### config.mk
export PLATFORM = sky130hd
export DESIGN_NAME = vqcbd_out_fifo
export DESIGN_NICKNAME = d
export VERILOG_FILES = /design/src/hw/rtl/vq_codebook_block_decoder_top_assert.svh /design/src/hw/rtl/vqcbd_pkg.sv /design/src/hw/rtl/vqcbd_out_fifo.sv
export SDC_FILE = /design/constraint.sdc
export NUM_CORES = 1
export LEC_CHECK = 0
export BUFFER_PORTS_ARGS = -buffer_cell sky130_fd_sc_hd__buf_2
export CAP_MARGIN = 10
export CORE_MARGIN = 2
export CORE_UTILIZATION = 40
export CTS_CLUSTER_DIAMETER = 50
export DETAILED_ROUTE_END_ITERATION = 12
export GPL_ROUTABILITY_DRIVEN = 1
export SYNTH_ARGS = -nofsm -noshare
export SYNTH_HDL_FRONTEND = slang
export SYNTH_SLANG_ARGS = --single-unit
### constraint.sdc
create_clock -name clk -period 3 [get_ports clk]
set_input_delay 0.15 -clock clk [delete_from_list [all_inputs] [get_ports clk]]
set_output_delay 0.15 -clock clk [all_outputs]
set_load 0.02 [all_outputs]
### src/hw/rtl/vq_codebook_block_decoder_top_assert.svh
// assertion macros for the vq codebook block decoder
`ifndef VQ_CODEBOOK_BLOCK_DECODER_TOP_ASSERT_SVH
`define VQ_CODEBOOK_BLOCK_DECODER_TOP_ASSERT_SVH

// same-cycle implication, sampled on clk, off while in reset
`define VQCBD_ASSERT_IMP(lbl, ante, cons) \
	lbl: assert property (@(posedge clk) disable iff (!arst_n) (ante) |-> (cons)) \
		else $error("vqcbd same-cycle check failed");

// next-cycle implication, sampled on clk, off while in reset
`define VQCBD_ASSERT_NXT(lbl, ante, cons) \
	lbl: assert property (@(posedge clk) disable iff (!arst_n) (ante) |=> (cons)) \
		else $error("vqcbd next-cycle check failed");

`endif

### src/hw/rtl/vqcbd_pkg.sv
// shared types and constants of the vq codebook block decoder
package vqcbd_pkg;

	// command codes
	localparam logic CMD_LOAD   = 1'b0;
	localparam logic CMD_DECODE = 1'b1;

	// register indexes
	localparam int unsigned CFG_IDX_W = 3;
	localparam logic [CFG_IDX_W-1:0] CFG_TALL_BLOCKS    = 3'd0;
	localparam logic [CFG_IDX_W-1:0] CFG_FILL_MARKER    = 3'd1;
	localparam logic [CFG_IDX_W-1:0] CFG_BLOCKS_PER_ROW = 3'd2;
	localparam logic [CFG_IDX_W-1:0] CFG_BLOCK_ROWS     = 3'd3;
	localparam logic [CFG_IDX_W-1:0] CFG_ROW_STRIDE     = 3'd4;
	localparam int unsigned CFG_DATA_W = 13;

	// register reset values
	localparam logic [7:0]  FILL_MARKER_RST    = 8'd15;
	localparam logic [10:0] BLOCKS_PER_ROW_RST = 11'd80;
	localparam logic [10:0] BLOCK_ROWS_RST     = 11'd50;
	localparam logic [12:0] ROW_STRIDE_RST     = 13'd320;

	// output queue depth
	localparam int unsigned OUT_DEPTH = 4;
	localparam int unsigned OUT_PTR_W = 2;
	localparam int unsigned OUT_CNT_W = 3;

	// one result item
	typedef struct packed {
		logic [23:0] byte_address;
		logic [31:0] pixel_word;
		logic        block_last;
		logic        frame_done;
		logic        bad_entry;
	} out_item_t;

	// row word in flight alongside its codebook read
	typedef struct packed {
		logic [23:0] byte_address;
		logic [31:0] pixel_word;
		logic        use_mem;
		logic        block_last;
		logic        frame_done;
		logic        bad_entry;
	} row_meta_t;

endpackage

### src/hw/rtl/vqcbd_out_fifo.sv
// small result queue between the read pipeline and the output port
module vqcbd_out_fifo
	import vqcbd_pkg::*;
(
	input  logic                 clk,
	input  logic                 arst_n,
	input  logic                 push,
	input  out_item_t            push_item,
	input  logic                 pop,
	output logic                 not_empty,
	output out_item_t            head,
	output logic [OUT_CNT_W-1:0] count
);

	out_item_t              buf_q [0:OUT_DEPTH-1];
	logic [OUT_PTR_W-1:0]   wr_ptr_q;
	logic [OUT_PTR_W-1:0]   rd_ptr_q;
	logic [OUT_CNT_W-1:0]   count_q;

	// entry storage
	always_ff @(posedge clk) begin
		if (push) begin
			buf_q[wr_ptr_q] <= push_item;
		end
	end

	// pointers and fill level
	always_ff @(posedge clk or negedge arst_n) begin
		if (!arst_n) begin
			wr_ptr_q <= '0;
			rd_ptr_q <= '0;
			count_q  <= '0;
		end else begin
			if (push) begin
				wr_ptr_q <= wr_ptr_q + 1'b1;
			end
			if (pop) begin
				rd_ptr_q <= rd_ptr_q + 1'b1;
			end
			unique case ({push, pop})
				2'b10:   count_q <= count_q + 1'b1;
				2'b01:   count_q <= count_q - 1'b1;
				default: count_q <= count_q;
			endcase
		end
	end

	assign not_empty = (count_q != '0);
	assign head      = buf_q[rd_ptr_q];
	assign count     = count_q;

endmodule

==> flow_summary.toml <==
[timing]
period_needed_ps = 2545
fin_tns_setup_ps = 0
relSlewSlack_pct = 37.29
setup_viol_count_final = 0
hold_ws_ps = 366.0
finalHoldViolations = 0
rsz0062_at_grt = "false"
drv_slew = 0
fmax_ghz = 0.3930
fin_ws_ps = 455.3
fin_skew_ps = 16.54
min_period_over_period_pct = 84.82
worst_pin_slew_ps = 940.7

[die]
coreArea_um2 = 21890
ios = 126
row_count = 54
die_w_um = 153.8
initial_utilization_pct = 41.00
dieArea_um2 = 23650
dieHeight_um = 153.8

[global_routing]
first_global_vias = 4618
grt_overflow = 0
antenna_found_initial = 0
grt_first_pass_wirelength_um = 25450
grtUsageTotal_pct = 13.79
grt_max_degree = 61

[setup_path]
worstPathRequired_ps = 2850
crit_fanout = 19
end_kind = "output port"
worstSetupPathType = "reg2out"
cp.arrival_ps = 2390
start_kind = "flip-flop"

[synth]
synthSimpleGateAreaFrac_pct = 0.4740
synthAdderAreaFrac_pct = 0.9201
yosys-top-cells-area = "edfxtp_1, mux4_2, dfrtp_1"
postSynth.asyncResetShare_pct = 2.881
yosys_warnings = 0
synth_ff_type = "edfxtp_1"
synth_top_area_share_pct = 78.96
synth.distinct_cells = 19
synth-compound-area-share_pct = 0.05576
synth-xor-area-share_pct = 0.5855
synthesis.instances = 344
synth_top_cell_by_area = "edfxtp_1"
synth_top_family_by_area = "multiplexers"
seq_area_frac_synth_pct = 80.91
synth_edf_count = 236
syn_avg_cell_area_um2 = 26.09
synth-seq-cells = 243
synthMuxAreaShare_pct = 14.96
syn-num-nets = 413
synth_area_um2 = 8975

[placed_design]
routabilityCongestion = 0.7283
placed_area_um2 = 9851
port_buffers = 125
pre_cts_slack_ps = 909.0
hpwl_um = 8943

[status]
status = "completed"

[pwr]
switchingPower_mw = 3.475
leakagePower_nw = 3.963
p_seq_share_pct = 43.5
switching_share_pct = 31.10
finalPower_mw = 11.17
power_frac_comb_pct = 28.2
clkPwrFrac_pct = 28.3
vdd_drop_max_mv = 0.5540
powerDensity_nw_per_um2 = 983.8
p_int_mw = 7.699

[finish]
drive_gt1_share_pct = 41.08
mostFrequentLayoutCell = "edfxtp_1"
syn2layout_area_growth_pct = 26.56
design_area_um2 = 11360
final_cell_mix = "edfxtp_1, buf_2, dlygate4sd3_1"
fillers = 1774
fin_nets = 620
diodes = 0

[drt]
via_per_inst = 4.890
drtPass1Iterations = 4
via_count = 4166
first_iter_violations = 251
drtAntennaViolNets = 0
totalWireLength_um = 16140
drc = 0
wire_per_inst_um = 18.94

[clock_network]
path_clk_slew_ps = 60
ctsResizeCount = 0
clk_latency_ps = 530
clock_sinks = 243
cts_hold_buf = 63
htree_num_levels = 1
cts_buffers = 28
postCtsSetupRepairBufs = 0
cts.path.max_buffers = 3
tritoncts = "yes"
cts-root-buf = "clkbuf_16"

[flow_run]
maxCapViolCount = 0

[hold_path]
min_path_type = "in2reg"
-- registers in the layout, summed over array words and instances, names as in the netlist --
| name | cells |
|---|---|
| buf_q | 236 |
| wr_ptr_q | 2 |
| count | 3 |
| rd_ptr_q | 2 |
-- final cells by class --
| type | instances | area, um2 | share of cell area [%] |
|---|---|---|---|
| tap | 280 | 350.3 | 3.084 |
| multi-input combinational | 81 | 1535 | 13.52 |
| timing repair buffer | 191 | 1304 | 11.48 |
| sequential | 243 | 7269 | 64.00 |
| inverter | 6 | 22.52 | 0.1983 |
| clock buffer | 31 | 733.2 | 6.455 |
| clock inverter | 20 | 143.9 | 1.267 |
-- layer usage --
layer / global-route usage [%] / vias up / share of wire [%]
li1: - / 1877 / -
met1: 17.13 / 2152 / 42
met2: 24.59 / 110 / 51
met3: 3.185 / 27 / 4.9
met4: 3.408 / 0 / 2.2
met5: 0 / - / 0
-- critical path: stages (launching register included) --
cell     delay, ps
dfrtp_4        700
buf_4          420
mux4_2         560
buf_2          170
-- final timing paths --
path,cells past startpoint,startpoint,end,slack [ps]
min in group asynchronous,3,arst_n,count[2],580
worst max-delay path,3,rd_ptr_q[0],head[8],460
worst min-delay path,2,push_item[55],buf_q[3][55],370
worst min register to register,1,count[2],count[2],510
worst max register to register,3,wr_ptr_q[1],buf_q[1][12],1140
max in group asynchronous,3,arst_n,rd_ptr_q[0],2120
-- synthesized netlist by cell type (2+ instances only) --
master    count
edfxtp_1    236
mux4_2       58
dfrtp_1       7
buf_12        6
buf_2         6
inv_1         6
ha_1          5
and2_1        4
xor2_1        4
nand2_1       2
xnor2_1       2
-- power by group through the flow --
| stage | clock [mW] | sequential, mW | combinational, mW |
|---|---|---|---|
| final | 3.16 | 4.86 | 3.15 |
| after global routing | 3.38 | 4.95 | 3.40 |
| after CTS | 3.24 | 4.90 | 3.25 |
| after detailed placement | 0 | 4.96 | 3.18 |
| after global placement | 0 | 4.92 | 3.16 |
| after floorplan | 0 | 4.67 | 2.52 |
-- per-stage QoR --
| stage | utilization (%) | cells |
|---|---|---|
| floorplan | - | 344 |
| global placement | 45.00 | 738 |
| detailed placement | 45.00 | 738 |
| CTS | 51.89 | 852 |
| global route | 51.89 | 852 |
| finish | 51.89 | 852 |
-- logic make-up after synthesis --
kind of cell             Yosys count
AO/OA/AOI/OAI                      1
flip-flops                       243
buffers and inverters             20
XOR/XNOR                           6
adder cells (fa/ha/maj)            6
AND/OR/NAND/NOR                    8
multiplexers                      60
Note: power is estimated with default switching activity, not from simulation.
