**config.mk**
```make
export PLATFORM = sky130hd
export DESIGN_NAME = vqcbd_sequencer
export DESIGN_NICKNAME = d
export VERILOG_FILES = /design/src/hw/rtl/vqcbd_pkg.sv /design/src/hw/rtl/vqcbd_sequencer.sv
export VERILOG_INCLUDE_DIRS = /design/src /design/src/hw/rtl
export SDC_FILE = /design/constraint.sdc
export NUM_CORES = 1
export LEC_CHECK = 0
export BUFFER_PORTS_ARGS = -buffer_cell sky130_fd_sc_hd__buf_2
export CORE_MARGIN = 2
export CORE_UTILIZATION = 60
export CTS_BUF_LIST = sky130_fd_sc_hd__clkbuf_2
export DETAILED_ROUTE_END_ITERATION = 10
export MAX_ROUTING_LAYER = met4
export PLACE_DENSITY = 0.82
export SLEW_MARGIN = 10
export SYNTH_ARGS = -nofsm -noshare
export SYNTH_HDL_FRONTEND = slang
export SYNTH_SLANG_ARGS = --single-unit
```
**constraint.sdc**
```tcl
create_clock -name clk -period 7.32 [get_ports clk]
set_input_delay 0 -clock clk [delete_from_list [all_inputs] [get_ports clk]]
set_output_delay 0 -clock clk [all_outputs]
set_load 0.01 [all_outputs]
```
**src/hw/rtl/vq_codebook_block_decoder_top_assert.svh**
```systemverilog
// assertion macros for the vq codebook block decoder
`ifndef VQ_CODEBOOK_BLOCK_DECODER_TOP_ASSERT_SVH
`define VQ_CODEBOOK_BLOCK_DECODER_TOP_ASSERT_SVH

// same-cycle implication, sampled on clk, off while in reset
`define VQCBD_ASSERT_IMP(lbl, ante, cons) \
	lbl: assert property (@(posedge clk) disable iff (!arst_n) (ante) |-> (cons)) \
		else $error("vqcbd same-cycle check failed");

// next-cycle implication, sampled on clk, off while in reset
`define VQCBD_ASSERT_NXT(lbl, ante, cons) \
	lbl: assert property (@(posedge clk) disable iff (!arst_n) (ante) |=> (cons)) \
		else $error("vqcbd next-cycle check failed");

`endif

```
**src/hw/rtl/vqcbd_pkg.sv**
```systemverilog
// shared types and constants of the vq codebook block decoder
package vqcbd_pkg;

	// command codes
	localparam logic CMD_LOAD   = 1'b0;
	localparam logic CMD_DECODE = 1'b1;

	// register indexes
	localparam int unsigned CFG_IDX_W = 3;
	localparam logic [CFG_IDX_W-1:0] CFG_TALL_BLOCKS    = 3'd0;
	localparam logic [CFG_IDX_W-1:0] CFG_FILL_MARKER    = 3'd1;
	localparam logic [CFG_IDX_W-1:0] CFG_BLOCKS_PER_ROW = 3'd2;
	localparam logic [CFG_IDX_W-1:0] CFG_BLOCK_ROWS     = 3'd3;
	localparam logic [CFG_IDX_W-1:0] CFG_ROW_STRIDE     = 3'd4;
	localparam int unsigned CFG_DATA_W = 13;

	// register reset values
	localparam logic [7:0]  FILL_MARKER_RST    = 8'd15;
	localparam logic [10:0] BLOCKS_PER_ROW_RST = 11'd80;
	localparam logic [10:0] BLOCK_ROWS_RST     = 11'd50;
	localparam logic [12:0] ROW_STRIDE_RST     = 13'd320;

	// output queue depth
	localparam int unsigned OUT_DEPTH = 4;
	localparam int unsigned OUT_PTR_W = 2;
	localparam int unsigned OUT_CNT_W = 3;

	// one result item
	typedef struct packed {
		logic [23:0] byte_address;
		logic [31:0] pixel_word;
		logic        block_last;
		logic        frame_done;
		logic        bad_entry;
	} out_item_t;

	// row word in flight alongside its codebook read
	typedef struct packed {
		logic [23:0] byte_address;
		logic [31:0] pixel_word;
		logic        use_mem;
		logic        block_last;
		logic        frame_done;
		logic        bad_entry;
	} row_meta_t;

endpackage

```
**src/hw/rtl/vqcbd_sequencer.sv**
```systemverilog
// configuration, frame position and per-row read sequencing
`include "vq_codebook_block_decoder_top_assert.svh"

module vqcbd_sequencer
	import vqcbd_pkg::*;
#(
	parameter int unsigned CODEBOOK_ENTRIES = 4096,
	parameter int unsigned ADDRESS_BITS     = 24
) (
	input  logic                                  clk,
	input  logic                                  arst_n,
	input  logic                                  cfg_we,
	input  logic [CFG_IDX_W-1:0]                  cfg_index,
	input  logic [CFG_DATA_W-1:0]                 cfg_data,
	input  logic                                  in_valid,
	input  logic                                  command,
	input  logic [7:0]                            pointer_low,
	input  logic [7:0]                            pointer_high,
	input  logic                                  space,
	output logic                                  in_ready,
	output logic                                  rd_en,
	output logic [$clog2(CODEBOOK_ENTRIES*4)-1:0] rd_addr,
	output row_meta_t                             meta
);

	localparam int unsigned AW = ADDRESS_BITS;
	localparam int unsigned SW = $clog2(CODEBOOK_ENTRIES * 4);
	localparam logic [16:0] ENTRIES = 17'(CODEBOOK_ENTRIES);

	// configuration registers
	logic        tall_q;
	logic [7:0]  fill_marker_q;
	logic [10:0] bpr_q;
	logic [10:0] brows_q;
	logic [12:0] stride_q;

	// frame position
	logic [AW-1:0] row_base_q;
	logic [AW-1:0] column_q;
	logic [10:0]   blocks_left_q;
	logic [10:0]   rows_done_q;

	// block being read out
	logic          active_q;
	logic [1:0]    k_q;
	logic [15:0]   entry_q;
	logic [AW-1:0] addr_q;
	logic          is_fill_q;
	logic          bad_q;
	logic [31:0]   fill_word_q;
	logic          frame_end_q;

	logic          decode_fire;
	logic          geo_write;
	logic [1:0]    last_k;
	logic          last_issue;
	logic [AW-1:0] stride_ext;
	logic [AW-1:0] block_step;
	logic [AW-1:0] row_base_n;
	logic          is_fill_in;
	logic          bad_in;
	logic          row_end;
	logic          frame_end;
	logic [AW+23:0] addr_wide;
	logic [17:0]   rd_addr_wide;

	// handshake and issue control
	assign last_k      = tall_q ? 2'd3 : 2'd1;
	assign rd_en       = active_q && space;
	assign last_issue  = rd_en && (k_q == last_k);
	assign in_ready    = !active_q || last_issue;
	assign decode_fire = in_valid && in_ready && (command == CMD_DECODE);
	assign geo_write   = cfg_we && (cfg_index == CFG_TALL_BLOCKS
		|| cfg_index == CFG_BLOCKS_PER_ROW || cfg_index == CFG_BLOCK_ROWS
		|| cfg_index == CFG_ROW_STRIDE);

	// geometry arithmetic
	assign stride_ext = AW'(stride_q);
	assign block_step = tall_q ? AW'({stride_q, 2'b00}) : AW'({stride_q, 1'b0});
	assign row_base_n = row_base_q + block_step;
	assign row_end    = (blocks_left_q <= 11'd1);
	assign frame_end  = row_end && (({1'b0, rows_done_q} + 12'd1) >= {1'b0, brows_q});

	// pointer decode
	assign is_fill_in = (pointer_high == fill_marker_q);
	assign bad_in     = !is_fill_in && ({1'b0, pointer_high, pointer_low} >= ENTRIES);

	// configuration registers
	always_ff @(posedge clk or negedge arst_n) begin
		if (!arst_n) begin
			tall_q        <= 1'b0;
			fill_marker_q <= FILL_MARKER_RST;
			bpr_q         <= BLOCKS_PER_ROW_RST;
			brows_q       <= BLOCK_ROWS_RST;
			stride_q      <= ROW_STRIDE_RST;
		end else if (cfg_we) begin
			unique case (cfg_index)
				CFG_TALL_BLOCKS:    tall_q        <= cfg_data[0];
				CFG_FILL_MARKER:    fill_marker_q <= cfg_data[7:0];
				CFG_BLOCKS_PER_ROW: bpr_q         <= cfg_data[10:0];
				CFG_BLOCK_ROWS:     brows_q       <= cfg_data[10:0];
				CFG_ROW_STRIDE:     stride_q      <= cfg_data;
				default: ;
			endcase
		end
	end

	// frame position walk
	always_ff @(posedge clk or negedge arst_n) begin
		if (!arst_n) begin
			row_base_q    <= '0;
			column_q      <= '0;
			blocks_left_q <= BLOCKS_PER_ROW_RST;
			rows_done_q   <= '0;
		end else if (geo_write) begin
			row_base_q    <= '0;
			column_q      <= '0;
			blocks_left_q <= (cfg_index == CFG_BLOCKS_PER_ROW) ? cfg_data[10:0] : bpr_q;
			rows_done_q   <= '0;
		end else if (decode_fire) begin
			priority if (frame_end) begin
				row_base_q    <= '0;
				column_q      <= '0;
				blocks_left_q <= bpr_q;
				rows_done_q   <= '0;
			end else if (row_end) begin
				row_base_q    <= row_base_n;
				column_q      <= row_base_n;
				blocks_left_q <= bpr_q;
				rows_done_q   <= rows_done_q + 11'd1;
			end else begin
				column_q      <= column_q + AW'(4);
				blocks_left_q <= blocks_left_q - 11'd1;
			end
		end
	end

	// block control
	always_ff @(posedge clk or negedge arst_n) begin
		if (!arst_n) begin
			active_q <= 1'b0;
			k_q      <= '0;
		end else if (decode_fire) begin
			active_q <= 1'b1;
			k_q      <= '0;
		end else if (rd_en) begin
			if (k_q == last_k) begin
				active_q <= 1'b0;
			end
			k_q <= k_q + 2'd1;
		end
	end

	// block payload
	always_ff @(posedge clk) begin
		if (decode_fire) begin
			entry_q     <= {pointer_high, pointer_low};
			addr_q      <= column_q;
			is_fill_q   <= is_fill_in;
			bad_q       <= bad_in;
			fill_word_q <= {4{pointer_low}};
			frame_end_q <= frame_end;
		end else if (rd_en) begin
			addr_q <= addr_q + stride_ext;
		end
	end

	// read address and row word description
	assign rd_addr_wide = {entry_q, k_q};
	assign rd_addr      = rd_addr_wide[SW-1:0];
	assign addr_wide    = {24'b0, addr_q};

	always_comb begin
		meta.byte_address = addr_wide[23:0];
		meta.pixel_word   = is_fill_q ? fill_word_q : 32'd0;
		meta.use_mem      = !is_fill_q && !bad_q;
		meta.block_last   = (k_q == last_k);
		meta.frame_done   = (k_q == last_k) && frame_end_q;
		meta.bad_entry    = bad_q;
	end

	// checks
	`VQCBD_ASSERT_IMP(a_issue_needs_block, rd_en, active_q && space)
	`VQCBD_ASSERT_IMP(a_busy_ready_on_last, in_ready && active_q, last_issue)
	`VQCBD_ASSERT_NXT(a_decode_starts_row0, decode_fire && !geo_write, active_q && k_q == 2'd0)
	`VQCBD_ASSERT_NXT(a_last_row_ends, last_issue && !decode_fire, !active_q)

endmodule

```
==> results of run 1 <==
[Yosys cell counts (21+ instances only)]
master and number:
xnor2_1 35, nor2_1 47, ha_1 42, nor3_1 21, nand2_1 135, o21ai_0 58
dfrtp_1 103, inv_1 33, nand3_1 27, mux2_2 54, edfxtp_1 39, buf_4 25
a21oi_1 61, xor2_1 22, o21ai_1 23
[layout make-up]
| class | count | area, µm² |
|---|---|---|
| inverters | 34 | 128 |
| flip-flops and latches | 155 | 4090 |
| fillers | 1185 | 4770 |
| multi-input cells | 736 | 5040 |
| clock buffers | 21 | 105 |
| diodes | 2 | 5.00 |
| clock inverters | 11 | 75.1 |
| well taps | 216 | 270 |
| repair buffers | 185 | 1290 |
[metal layers]
layer	routed length [µm]	part of all wire, %	vias up	global-route usage [%]
li1	-	-	3877	-
met1	10600	42	4047	41.9
met2	12000	47	417	50.3
met3	2120	8.4	56	6.15
met4	535	2.1	0	10.6
met5	0	0	-	-
[registers in the layout (all words and copies together), names as in the netlist, 11 cells and up]
register and cells:
rows_done_q 11, stride_q 13, column_q 24, entry_q 12, bpr_q 11, addr_q 24, blocks_left_q 11, row_base_q 23
brows_q 11
[layout by cell type, fill, tap and decap left out, types with 10 or more instances in the layout]
| cell type | synthesis | layout |
|---|---|---|
| a21o_1 | 13 | 13 |
| a21oi_1 | 61 | 61 |
| a31oi_1 | 10 | 10 |
| and2_1 | 14 | 14 |
| and3_1 | 12 | 12 |
| buf_2 | 12 | 112 |
| clkbuf_2 | 1 | 21 |
| dfrtp_1 | 103 | 103 |
| dfstp_2 | 13 | 13 |
| dlygate4sd3_1 | 0 | 63 |
| edfxtp_1 | 39 | 39 |
| ha_1 | 42 | 42 |
| inv_1 | 33 | 33 |
| mux2_2 | 54 | 54 |
| mux2i_1 | 11 | 11 |
| nand2_1 | 135 | 135 |
| nand3_1 | 27 | 27 |
| nand4_1 | 11 | 11 |
| nor2_1 | 47 | 47 |
| nor3_1 | 21 | 21 |
| o21ai_0 | 58 | 57 |
| o21ai_1 | 23 | 23 |
| xnor2_1 | 35 | 35 |
| xor2_1 | 22 | 22 |
[cell families (layout without fill, tap and decap cells)]
| family | count (synthesis) | count (layout) |
|---|---|---|
| adders and majority gates | 44 | 44 |
| DFF | 155 | 155 |
| xor gates and xnor gates | 57 | 57 |
| buffers and inverters | 98 | 251 |
| muxes | 65 | 65 |
| AOI/OAI and AO/OA | 249 | 249 |
| and+or+nand+nor | 321 | 321 |
| other | 0 | 2 |
[power breakdown]
part	switching [mW]	total, mW	internal [mW]
registers	0.205	1.34	1.14
clock network	0.320	0.410	0.0906
logic	0.779	1.37	0.587
[critical path, stage by stage (launching register included)]
cell and delay [ns]:
dfrtp_1 0.49, ha_1 0.25, and3_1 0.21, nand3_1 0.18, nor3_1 0.23, xor2_1 0.21
ha_1 0.29, a21oi_1 0.15, nand2_1 0.07, a41oi_1 0.23, o21ai_0 0.19, and2b_1 0.77
o2111ai_1 0.28, o21ai_1 0.14
[metrics by stage]
stage | hold slack (ns) | worst slack, ns | std cells | util (%) | power, mW
after global routing | 0.0218 | 3.24 | 1359 | 69.7 | 3.32
final | 0.0609 | 3.56 | 1360 | 69.7 | 3.12
after detailed placement | 0.175 | 3.71 | 1262 | 64.4 | 2.64
after global placement | 0.169 | 3.88 | 1262 | 64.4 | 2.59
after floorplan | -0.296 | 4.21 | 989 | - | 2.28
after CTS | 0.0102 | 3.61 | 1358 | 69.7 | 3.08
[timing repair]
item,CTS,global route
resized for setup,0,0
hold buffers,64,0
setup endpoints to repair,0,0
hold endpoints to repair,148,0
[worst max-delay path by stage]
stage                              end  slack, ns
after global routing      column_q[12]       3.24
after global placement    column_q[12]       3.88
after floorplan           column_q[23]       4.21
after CTS                 column_q[12]       3.61
final                     column_q[12]       3.56
after detailed placement  column_q[12]       3.71
==> results summary, run 1 <==
The flow ran to the end, and the final reports show no timing, DRC or antenna violations. The worst hold-check path type is in -> reg. The placed instance area came out at 0.0102 mm². The worst flop-to-flop path endpoint is column_q[12]. The max-cap violation count came out at 0.

The launch instance of the worst register-to-register path is rows_done_q[0]. The total overflow left after global routing is 0. The combined global-route utilization of all metal layers came out at 31.9%. The clock tree synthesis step divided the H-tree into 4 levels. The via count of the first global-routing pass is 7859. In this run the most critical hold path is launched from cfg_data[8]. Yosys mapped the design onto 82 distinct sky130hd cell types. The number of clock buffers inserted by TritonCTS came out at 17. The clock arrives with 0.0336 ns of skew. The maximum achievable frequency is 266 MHz. The peak supply drop came out at 0.157 mV.

The area of the mapped netlist is 0.00959 mm². The share of the Yosys chip area taken by registers is 42.6%. The worst reg-to-reg path cell count is 13. In this run the horizontal extent of the chip is 130 µm. The post-synthesis mux area share is 7.49%. In the final layout, the share of cells above drive strength 1 is 21.0%. From bottom edge to top edge, the die measures 130 µm. After synthesis, the largest area contributor takes up 26.9% of total cell area. The area fraction in compound gates after synthesis came out at 17.1%. The final critical-path required period came out at 3.76 ns.

The gate count of the mapped netlist is 989. The net count after synthesis came out at 1071. The hold path depth came out at 3. In this run the tightest slew margin relative to its limit is 28.1%. The post-synthesis share of cell area spent on and, or, nand and nor gates is 16.6%. The data required time of the critical path is 8.02 ns.

Entering global routing, the biggest net connects 56 pins. The total number of vias is 8397. The weighted congestion at the end of routability-driven global placement came out at 0.918.

The average via count per standard cell came out at 6.17. The synthesized netlist devotes 5.20% of its cell area to XOR and XNOR gates. The critical path is of the reg -> reg type. The detailed-route DRC error count came out at 0. The part of the cycle the worst path needs came out at 51.3%. The count of flip-flops with a built-in enable after synthesis is 39. The actual slew at the worst max-slew pin came out at 1.08 ns. The routed wire length came out at 25300 µm. The number of slew-limit violations in the final report is 0. Setup repair after global routing left no endpoint under its margin. The leakage component of the power came out at 4.87 nW. The clock sink count came out at 155.

114 I/O pins were placed. In this run the mean area of a mapped cell was 9.70 µm². The final-layout setup total negative slack came out at 0 ns. The global-route wire length before repair came out at 40600 µm. Sorting the synthesized cells by area gives the leading types as dfrtp_1 27%, edfxtp_1 12%, mux2_2 6.3%. For the worst-skew pair, the clock arrives at the later sink with an insertion delay of 0.78 ns. The tree is rooted in a clkbuf_2. After synthesis, the largest family of logic cells by area is compound AO/OA/AOI/OAI gates. Compared with the post-synthesis result, the final layout area differs by 14.6%. The clock transition at the register clock pins on the worst setup and hold paths after CTS came out at 0.23 ns. Of all nets on the critical path, the largest fanout is 22. The number of rows in the core area is 46. The effective utilization at floorplan is 60.8%.

The pre-antenna-repair detailed-routing pass consisted of 5 iterations. TritonCTS built the clock tree. The worst hold path terminates at brows_q[8]. The worst-case clock buffer depth came out at 2. The hold violation total from the final report came out at 0.

The average wire per standard cell is 18.6 µm. Summing all non-filler instances in the final layout gives an area of 0.0110 mm². The floorplan core area came out at 0.0158 mm².

The data arrival time at the worst-slack endpoint is 4.45 ns. dfrtp_1 takes more of the synthesized area than any other cell. The area of the die came out at 0.0170 mm². The initial antenna violation count came to 1. Among all flip-flop cells after synthesis, the most frequent one is dfrtp_1. The count of nets left with antenna violations after detail routing is 0. The area share of fa/ha/maj cells after synthesis came out at 5.89%. The post-CTS setup buffer count is 0. The origin of the worst setup path is rows_done_q[0].

The number of nets in the finished design came out at 1211. The post-synthesis sequential element count is 155. During placement, the flow inserted port buffers numbering 113. Setup violations remaining at the end of the flow were counted as 0.

The first routing iteration left 901 violations. The share of async-settable or async-resettable flops after synthesis came out at 74.8%. The power density over the cells came out at 284 mW/mm². The half-perimeter wire length after placement came out at 16700 µm. The worst setup path is captured at a flop. The worst setup path is launched from a flop. The count of synthesis-stage warnings from yosys came out at 0. Across all register-to-register paths, the minimum setup slack is 3.56 ns.
Note: power is estimated with default switching activity, not from simulation.
==> inputs of run 2 (changes only) <==
- ABC_AREA: unset -> 1
- PLACE_DENSITY: 0.82 -> 0.81
- clock period: 7.32 -> 3.6 ns (I/O delays scaled with it)
==> results summary, run 2 <==
The run finished with clean final reports. The origin of the worst setup path is rows_done_q[0]. The largest fanout of any net on the critical path came out at 10 (-55%). The post-cts hold buffer count came out at 64 (unchanged).

The worst hold path begins at cfg_data[1]. dfrtp_1 takes more of the synthesized area than any other cell. The actual slew at the worst max-slew pin came out at 0.804 ns (-0.274 ns). The final critical-path required period is 3.06 ns (-0.699 ns). The worst reg-to-reg path cell count is 20 (+7). The power density over the cells is 558 mW/mm² (+97%).

Traced cell by cell, the critical path runs through inv_1, nor2_1, nand2_1, nor2_1, xor2_1, ha_1, nand2_1, inv_1, nand2_1, nand2_1, nand2_1, nand2_1, nor2_1, nand3_1, nand2_1, buf_4, nand2_2, inv_1, nand2_1, nand2_1. The fraction of synthesized cell area in xor and xnor cells is 3.48% (-1.7 points). The library cell used most frequently in the layout, excluding fill and tap cells, is nand2_1. The count of synthesis-stage warnings from yosys is 0 (unchanged). The net count after synthesis came to 1519 (+42%).

The post-synthesis sequential area ratio was 39.7% (-3.0 points). The maximum achievable frequency came to 327 MHz (+23%). The post-synthesis share of cell area spent on and, or, nand and nor gates is 29.4% (+13 points).

The global-route wire length before repair is 46300 µm (+14%). Setup repair after global routing left no endpoint under its margin. The maximum cell stage delay along the critical path is 0.44 ns (-0.33 ns). The root buffer cell chosen for the clock tree is clkbuf_2. The clock sink count came to 155 (unchanged).

The count of nets left with antenna violations after detail routing is 0 (unchanged). The floorplan core area is 0.0167 mm² (+5.9%). The part of the cycle the worst path needs came out at 85.0% (+34 points). The share of async-settable or async-resettable flops after synthesis is 74.8% (unchanged). The number of placed I/O pins came to 114 (unchanged). The hold slack is 0.0653 ns (+0.00442 ns).

By area the synthesized netlist is led by dfrtp_1 25%, nand2_1 18%, edfxtp_1 11%. The number of resized instances in the post-cts repair step came out at 0 (unchanged). The area share of fa/ha/maj cells after synthesis is 5.48% (-0.41 points).

The area growth from synthesis to layout is 14.3%. The worst setup path is of the reg -> reg kind. nand2_1 is the most common cell in the netlist.

The half-perimeter wire length after placement came out at 20200 µm (+21%). The endpoint identified for the worst register-to-register timing path is column_q[11]. The average wire per standard cell is 16.0 µm (-14%).

The number of distinct standard cells referenced by the synthesized netlist is 45 (-45%). The worst clock skew on the final layout came out at 0.0662 ns (+0.0326 ns). The number of iterations in the first detailed-routing pass was 7 (+2). The path class of the tightest hold or removal check is in -> reg. The peak supply drop came out at 0.396 mV (+150%). The number of failing setup endpoints in the final timing report came out at 0 (unchanged). The area fraction in compound gates after synthesis is 11.2% (-5.9 points). The number of nets in the finished design came to 1663 (+37%).

The effective utilization at floorplan came out at 61.8% (+0.92 points). The area of the mapped netlist came out at 0.0103 mm² (+7.5%). Ranked by instance count, the synthesized netlist is headed by 496 x nand2_1, 184 x inv_1, 113 x nor2_1. The slowest stage of the critical path is the dfrtp_1 cell. The mean instance size in the synthesized netlist was 7.18 µm² (-26%). The initial antenna violation count came to 1 (unchanged). The startpoint type of the worst setup path is a flop. The number of rows in the core area came out at 47 (+2.2%).

The number of buffer cells added on primary ports came out at 113 (unchanged). TritonCTS built the clock tree. The dominant combinational cell family by area after synthesis is simple AND/OR/NAND/NOR gates.

The top-area cell type share of the netlist area is 25.0% (-1.9 points). The routed wire length was 29000 µm (+14%). The startpoint identified for the worst register-to-register timing path is rows_done_q[0]. The fraction of final layout cells with drive strength greater than 1 is 12.5% (-8.5 points). The gate count of the mapped netlist came to 1437 (+45%).

STA classifies the critical path endpoint as a flop. The end point of the critical path is column_q[11]. The count of H-tree levels built during CTS came out at 4 (unchanged). The leakage component of the power is 6.09 nW (+25%).

The data arrival time at the worst-slack endpoint came out at 3.77 ns (-0.68 ns). The largest net degree at the start of global routing is 69 (+23%). The number of clock buffers inserted by TritonCTS came out at 17 (unchanged).

The data required time of the critical path was 4.31 ns (-3.71 ns). The final-layout setup total negative slack came to 0 ns (unchanged). The chip width is 135 µm (+3.6%).

The average via count per standard cell came to 5.51 (-11%). The hold violation total from the final report is 0 (unchanged). The cell that appears most often on the critical path is nand2_1. The clock latency of the later-clocked register in the worst-skew pair is 0.81 ns (+0.03 ns). The overall power came out at 6.57 mW (+110%). In the synthesized netlist the dominant register cell turns out to be dfrtp_1. The combined global-route utilization of all metal layers is 33.4% (+1.6 points). The clock transition at the register clock pins on the worst setup and hold paths after CTS came to 0.31 ns (+0.08 ns). The post-synthesis sequential element count is 155 (unchanged). The number of slew-limit violations in the final report is 0 (unchanged). The post-synthesis mux area share came out at 0.206% (-7.3 points). The weighted congestion at the end of routability-driven global placement is 0.985 (+7.4%). The setup slack on the worst flop-to-flop path is 0.54 ns (-3.02 ns). The largest registers in the layout are addr_q (24), column_q (24), row_base_q (23). The detailed-route DRC error count came out at 0 (unchanged). The total number of vias came out at 10000 (+19%).

The max-cap violation count is 0 (unchanged). The number of violations reported at the end of detailed-routing iteration 0 is 1016 (+13%). The worst-case clock buffer depth came to 2 (unchanged). Leaving out fill and tap cells, the most frequent cells in the layout are 496 x nand2_1, 184 x inv_1, 113 x nor2_1, 112 x buf_2, 109 x o21ai_0. The max-slew headroom at the worst pin is 46.2% (+18 points). The die outline height is 135 µm (+3.6%).

The area of the die came out at 0.0183 mm² (+7.3%). The via count of the first global-routing pass is 9224 (+17%). The count of flip-flops with a built-in enable after synthesis came out at 39 (unchanged). The post-CTS setup buffer count came out at 0 (unchanged). The overall overflow remaining after global route came out at 0 (unchanged).
-- run 2: final cells by class --
| class | instances | area (µm²) |
|---|---|---|
| diodes | 1 | 2.50 |
| repair buffers | 185 | 1300 |
| clock buffers | 18 | 90.1 |
| well taps | 220 | 275 |
| clock inverters | 14 | 170 |
| inverters | 191 | 727 |
| multi-input cells | 1031 | 5130 |
| flip-flops and latches | 155 | 4090 |
| fillers | 1331 | 4920 |
-- run 2: through the flow --
step           util, %  instance area (µm²)  std cells  worst slack [ns]
2_1_floorplan        -                10300       1437              1.18
3_3_place_gp      65.1                10900       1718             0.720
3_5_place_dp      65.1                10900       1718             0.663
4_1_cts           70.5                11800       1814             0.568
5_1_grt           70.6                11800       1815             0.177
6_report          70.6                11800       1815             0.541
-- run 2: cells by family after synthesis --
kind of cell    Yosys count
xor+xnor                 41
simple gates            740
compound gates          204
fa+ha+maj                44
mux                       2
buf+inv                 251
flops                   155
-- run 2: report_power, final --
group	leakage [nW]	switching [mW]	internal, mW
combinational	4.06	1.79	1.04
sequential	1.88	0.380	2.29
clock	0.155	0.762	0.300
total	6.09	2.93	3.64
-- run 2: worst min path at each step --
| stage | endpoint | slack (ns) | cells past startpoint |
|---|---|---|---|
| floorplan | active_q | -0.30 | 0 |
| global placement | entry_q[3] | 0.18 | 1 |
| detailed placement | entry_q[6] | 0.18 | 1 |
| CTS | fill_marker_q[4] | 0.03 | 4 |
| global route | brows_q[9] | 0.02 | 4 |
| finish | stride_q[1] | 0.07 | 4 |
-- run 2: routing by layer --
layer | track usage, % | share of wire (%) | up-vias | routed length [µm]
li1 | - | - | 4868 | -
met1 | 44.5 | 42 | 4566 | 12200
met2 | 53.1 | 46 | 490 | 13400
met3 | 5.56 | 8.8 | 81 | 2540
met4 | 9.66 | 2.8 | 0 | 820
met5 | - | 0 | - | 0
-- run 2: critical path: cells and delay by family (launching register included) --
kind                     cells  cell delay [ns]
flip-flops                   1             0.44
AND/OR/NAND/NOR             14             1.58
XOR/XNOR                     1             0.21
buffers and inverters        4             0.48
adder cells (fa/ha/maj)      1             0.27
==> inputs of run 3 (changes only) <==
- ABC_AREA: 1 -> 0
- PLACE_DENSITY: 0.81 -> 0.82
- clock period: 3.6 -> 3 ns (I/O delays scaled with it)
==> results summary, run 3 (same netlist as run 1, synthesis figures left out) <==
The actual slew at the worst max-slew pin came out at 0.749 ns (-0.0554 ns). The power density over the cells is 700 mW/mm² (+25%). The tightest min-delay check is of the in -> reg type. The worst clock skew on the final layout came out at 0.0668 ns (+0.000595 ns). Setup repair after global routing could not meet its margin everywhere. The placed instance area came to 0.0104 mm² (-4.1%). The number of rows in the core area came out at 46 (-2.1%). The part of the total power dissipated in sequential elements is 40.1% (-0.6 points). The chip width came out at 130 µm (-3.4%). The die outline height came out at 130 µm (-3.4%). The fraction of final layout cells with drive strength greater than 1 is 26.7% (+14 points). The cell sitting at the root of the clock tree is a clkbuf_2. The largest registers in the layout are addr_q (24), column_q (24), row_base_q (23).

Leaving out fill and tap cells, the most frequent cells in the layout are 133 x nand2_1, 113 x buf_2, 102 x dfrtp_1, 65 x dlygate4sd3_1, 58 x a21oi_1. The average via count per standard cell is 6.30 (+14%). The combined area of the multi-input logic cells came out at 0.00521 mm² (+1.5%). The fraction of power spent switching nets is 42.5% (-2.1 points).

The effective utilization at floorplan is 60.8% (-0.92 points). The relative contribution of the clock network to total power came out at 15.7% (-0.5 points). The max-slew headroom at the worst pin came out at 50.0% (+3.8 points). The initial antenna violation count is 1 (unchanged).

The hold slack is 0.0635 ns (-0.00182 ns). The area of all sequential standard cells came to 0.00409 mm² (about the same). The setup slack of the critical path after layout came to 0.00272 ns (-0.538 ns). The total net switching power came to 3.46 mW (+18%).

The combinational share of power is 44.1% (+1.0 points). The final design instance area without fill is 0.0116 mm² (-1.2%). The count of H-tree levels built during CTS came out at 4 (unchanged). The part of the cycle the worst path needs came to 99.9% (+15 points).

The filler-free cell count of the finished design came to 1408 (-22%). The total internal power came out at 4.68 mW (+29%). The clock sink count was 155 (unchanged). The data arrival time at the worst-slack endpoint is 3.71 ns (-0.06 ns). The combined global-route utilization of all metal layers came out at 33.3% (-0.090 points).

The startpoint type of the worst setup path is a flop. The routed wire length is 27800 µm (-3.9%). TritonCTS built the clock tree. The worst-case clock buffer depth is 2 (unchanged). The detailed-route DRC error count is 1 (+1). The classification of the worst setup path is reg -> reg. The number of iterations in the first detailed-routing pass is 10 (+3). The checks that failed: DRC. The number of clock buffers inserted by TritonCTS came to 17 (unchanged). The number of buffer cells added on primary ports came out at 113 (unchanged). The number of violations reported at the end of detailed-routing iteration 0 is 923 (-9.2%). STA classifies the critical path endpoint as a flop. The data required time of the critical path was 3.72 ns (-0.59 ns). The run finished, with violations left. The clock transition at the register clock pins on the worst setup and hold paths after CTS came out at 0.30 ns (about the same). The max-cap violation count came out at 0 (unchanged). The maximum achievable frequency is 334 MHz (+2.1%).

The number of inserted filler cells in the final layout is 1042 (-22%). The leakage component of the power came out at 5.20 nW (-15%). The number of instances in the placed design came to 1298 (-24%).

The weighted congestion at the end of routability-driven global placement came out at 0.925 (-6.1%). The global-route wire length before repair came to 42400 µm (-8.6%). The number of failing setup endpoints in the final timing report is 0 (unchanged). The half-perimeter wire length after placement is 17800 µm (-12%). The worst setup timing slack at the placement stage is -0.184 ns (-0.847 ns). The area of the die came out at 0.0170 mm² (-6.8%). The final critical-path required period came out at 3.00 ns (-0.0615 ns).

Leaving out fill and tap cells, the most frequent cell in the layout is nand2_1. The largest fanout of any net on the critical path came to 3 (-7). The number of nets in the finished design was 1260 (-24%).

The floorplan core area came out at 0.0158 mm² (-5.6%). The total number of vias came out at 8872 (-11%). The hold violation total from the final report is 0 (unchanged). The count of nets left with antenna violations after detail routing came out at 0 (unchanged). The number of slew-limit violations in the final report is 0 (unchanged). The number of placed I/O pins was 114 (unchanged).

The peak supply drop came out at 0.349 mV (-12%). The via count of the first global-routing pass came out at 8550 (-7.3%). The signed area change from the synthesized netlist to the final layout came out at 21.4%. The largest net degree at the start of global routing is 51 (-26%). The clock latency of the later-clocked register in the worst-skew pair came out at 0.83 ns (+0.02 ns). The average wire per standard cell came out at 19.8 µm (+24%).

The overall overflow remaining after global route is 0 (unchanged). The overall power came out at 8.15 mW (+24%).
[run 3: cell types whose count changed in the layout (fill, tap and decap cells not counted), moves of 14 or more]
cell | before | now
nand3_1 | 88 | 26
nor2_1 | 113 | 45
buf_4 | 8 | 50
mux2_2 | 1 | 54
a21oi_1 | 44 | 58
xnor2_1 | 17 | 34
o21ai_0 | 109 | 54
inv_1 | 184 | 33
nand2_1 | 496 | 133
o21ai_1 | 3 | 24
[run 3: final timing paths]
check	startpoint	to	slack, ns	cells after the start
max reg2reg	rows_done_q[1]	column_q[6]	0.003	13
max in group asynchronous	arst_n	column_q[8]	2.27	4
min reg2reg	row_base_q[23]	row_base_q[23]	0.51	1
max	rows_done_q[1]	column_q[6]	0.003	13
min in group asynchronous	arst_n	blocks_left_q[4]	0.26	3
min	cfg_data[2]	bpr_q[2]	0.06	3
[run 3: per-stage QoR]
step,setup TNS (ns),util [%]
floorplan,0,-
global placement,0,66.1
detailed placement,-1.98,66.1
CTS,0,72.5
global route,-3.88,73.9
finish,0,73.9
[run 3: power by group through the flow]
| stage | registers (mW) | clock network [mW] | logic, mW |
|---|---|---|---|
| after floorplan | 3.22 | 0 | 2.36 |
| after global placement | 3.26 | 0 | 3.19 |
| after detailed placement | 3.28 | 0 | 3.28 |
| after CTS | 3.23 | 1.26 | 3.42 |
| after global routing | 3.31 | 1.37 | 3.94 |
| final | 3.27 | 1.28 | 3.60 |
[run 3: layer usage]
layer,up-vias,track usage (%),wire [µm]
met1,4230,38.6,10800
met4,0,16.8,1240
met5,-,-,0
met2,538,55.4,13400
li1,3964,-,-
met3,140,6.84,2410
[run 3: area by class of cell]
type,instances,share of cell area (%)
Timing Repair Buffer,234,14.5
Clock buffer,17,0.730
Clock inverter,15,1.47
Antenna cell,1,0.0215
Inverter,34,1.10
Multi-Input combinational cell,736,44.7
Tap cell,216,2.32
Sequential cell,155,35.1
[run 3: critical path: stages (launching register included)]
cell and delay, ns:
dfrtp_1 0.43, ha_2 0.19, and3_4 0.20, nand3_2 0.09, nor3_2 0.18, xor2_1 0.27
ha_1 0.33, a21oi_2 0.15, nand2_1 0.07, a41oi_2 0.19, o21ai_1 0.10, and2_1 0.21
buf_4 0.17, o41ai_2 0.32
[run 3: repair_timing]
item	4_1_cts	5_1_grt
hold endpoints to repair	227	0
cloned	0	1
pin swaps	3	13
hold buffers	66	0
endpoints found under the setup margin	33	49
resized for setup	6	36
setup buffers	7	3
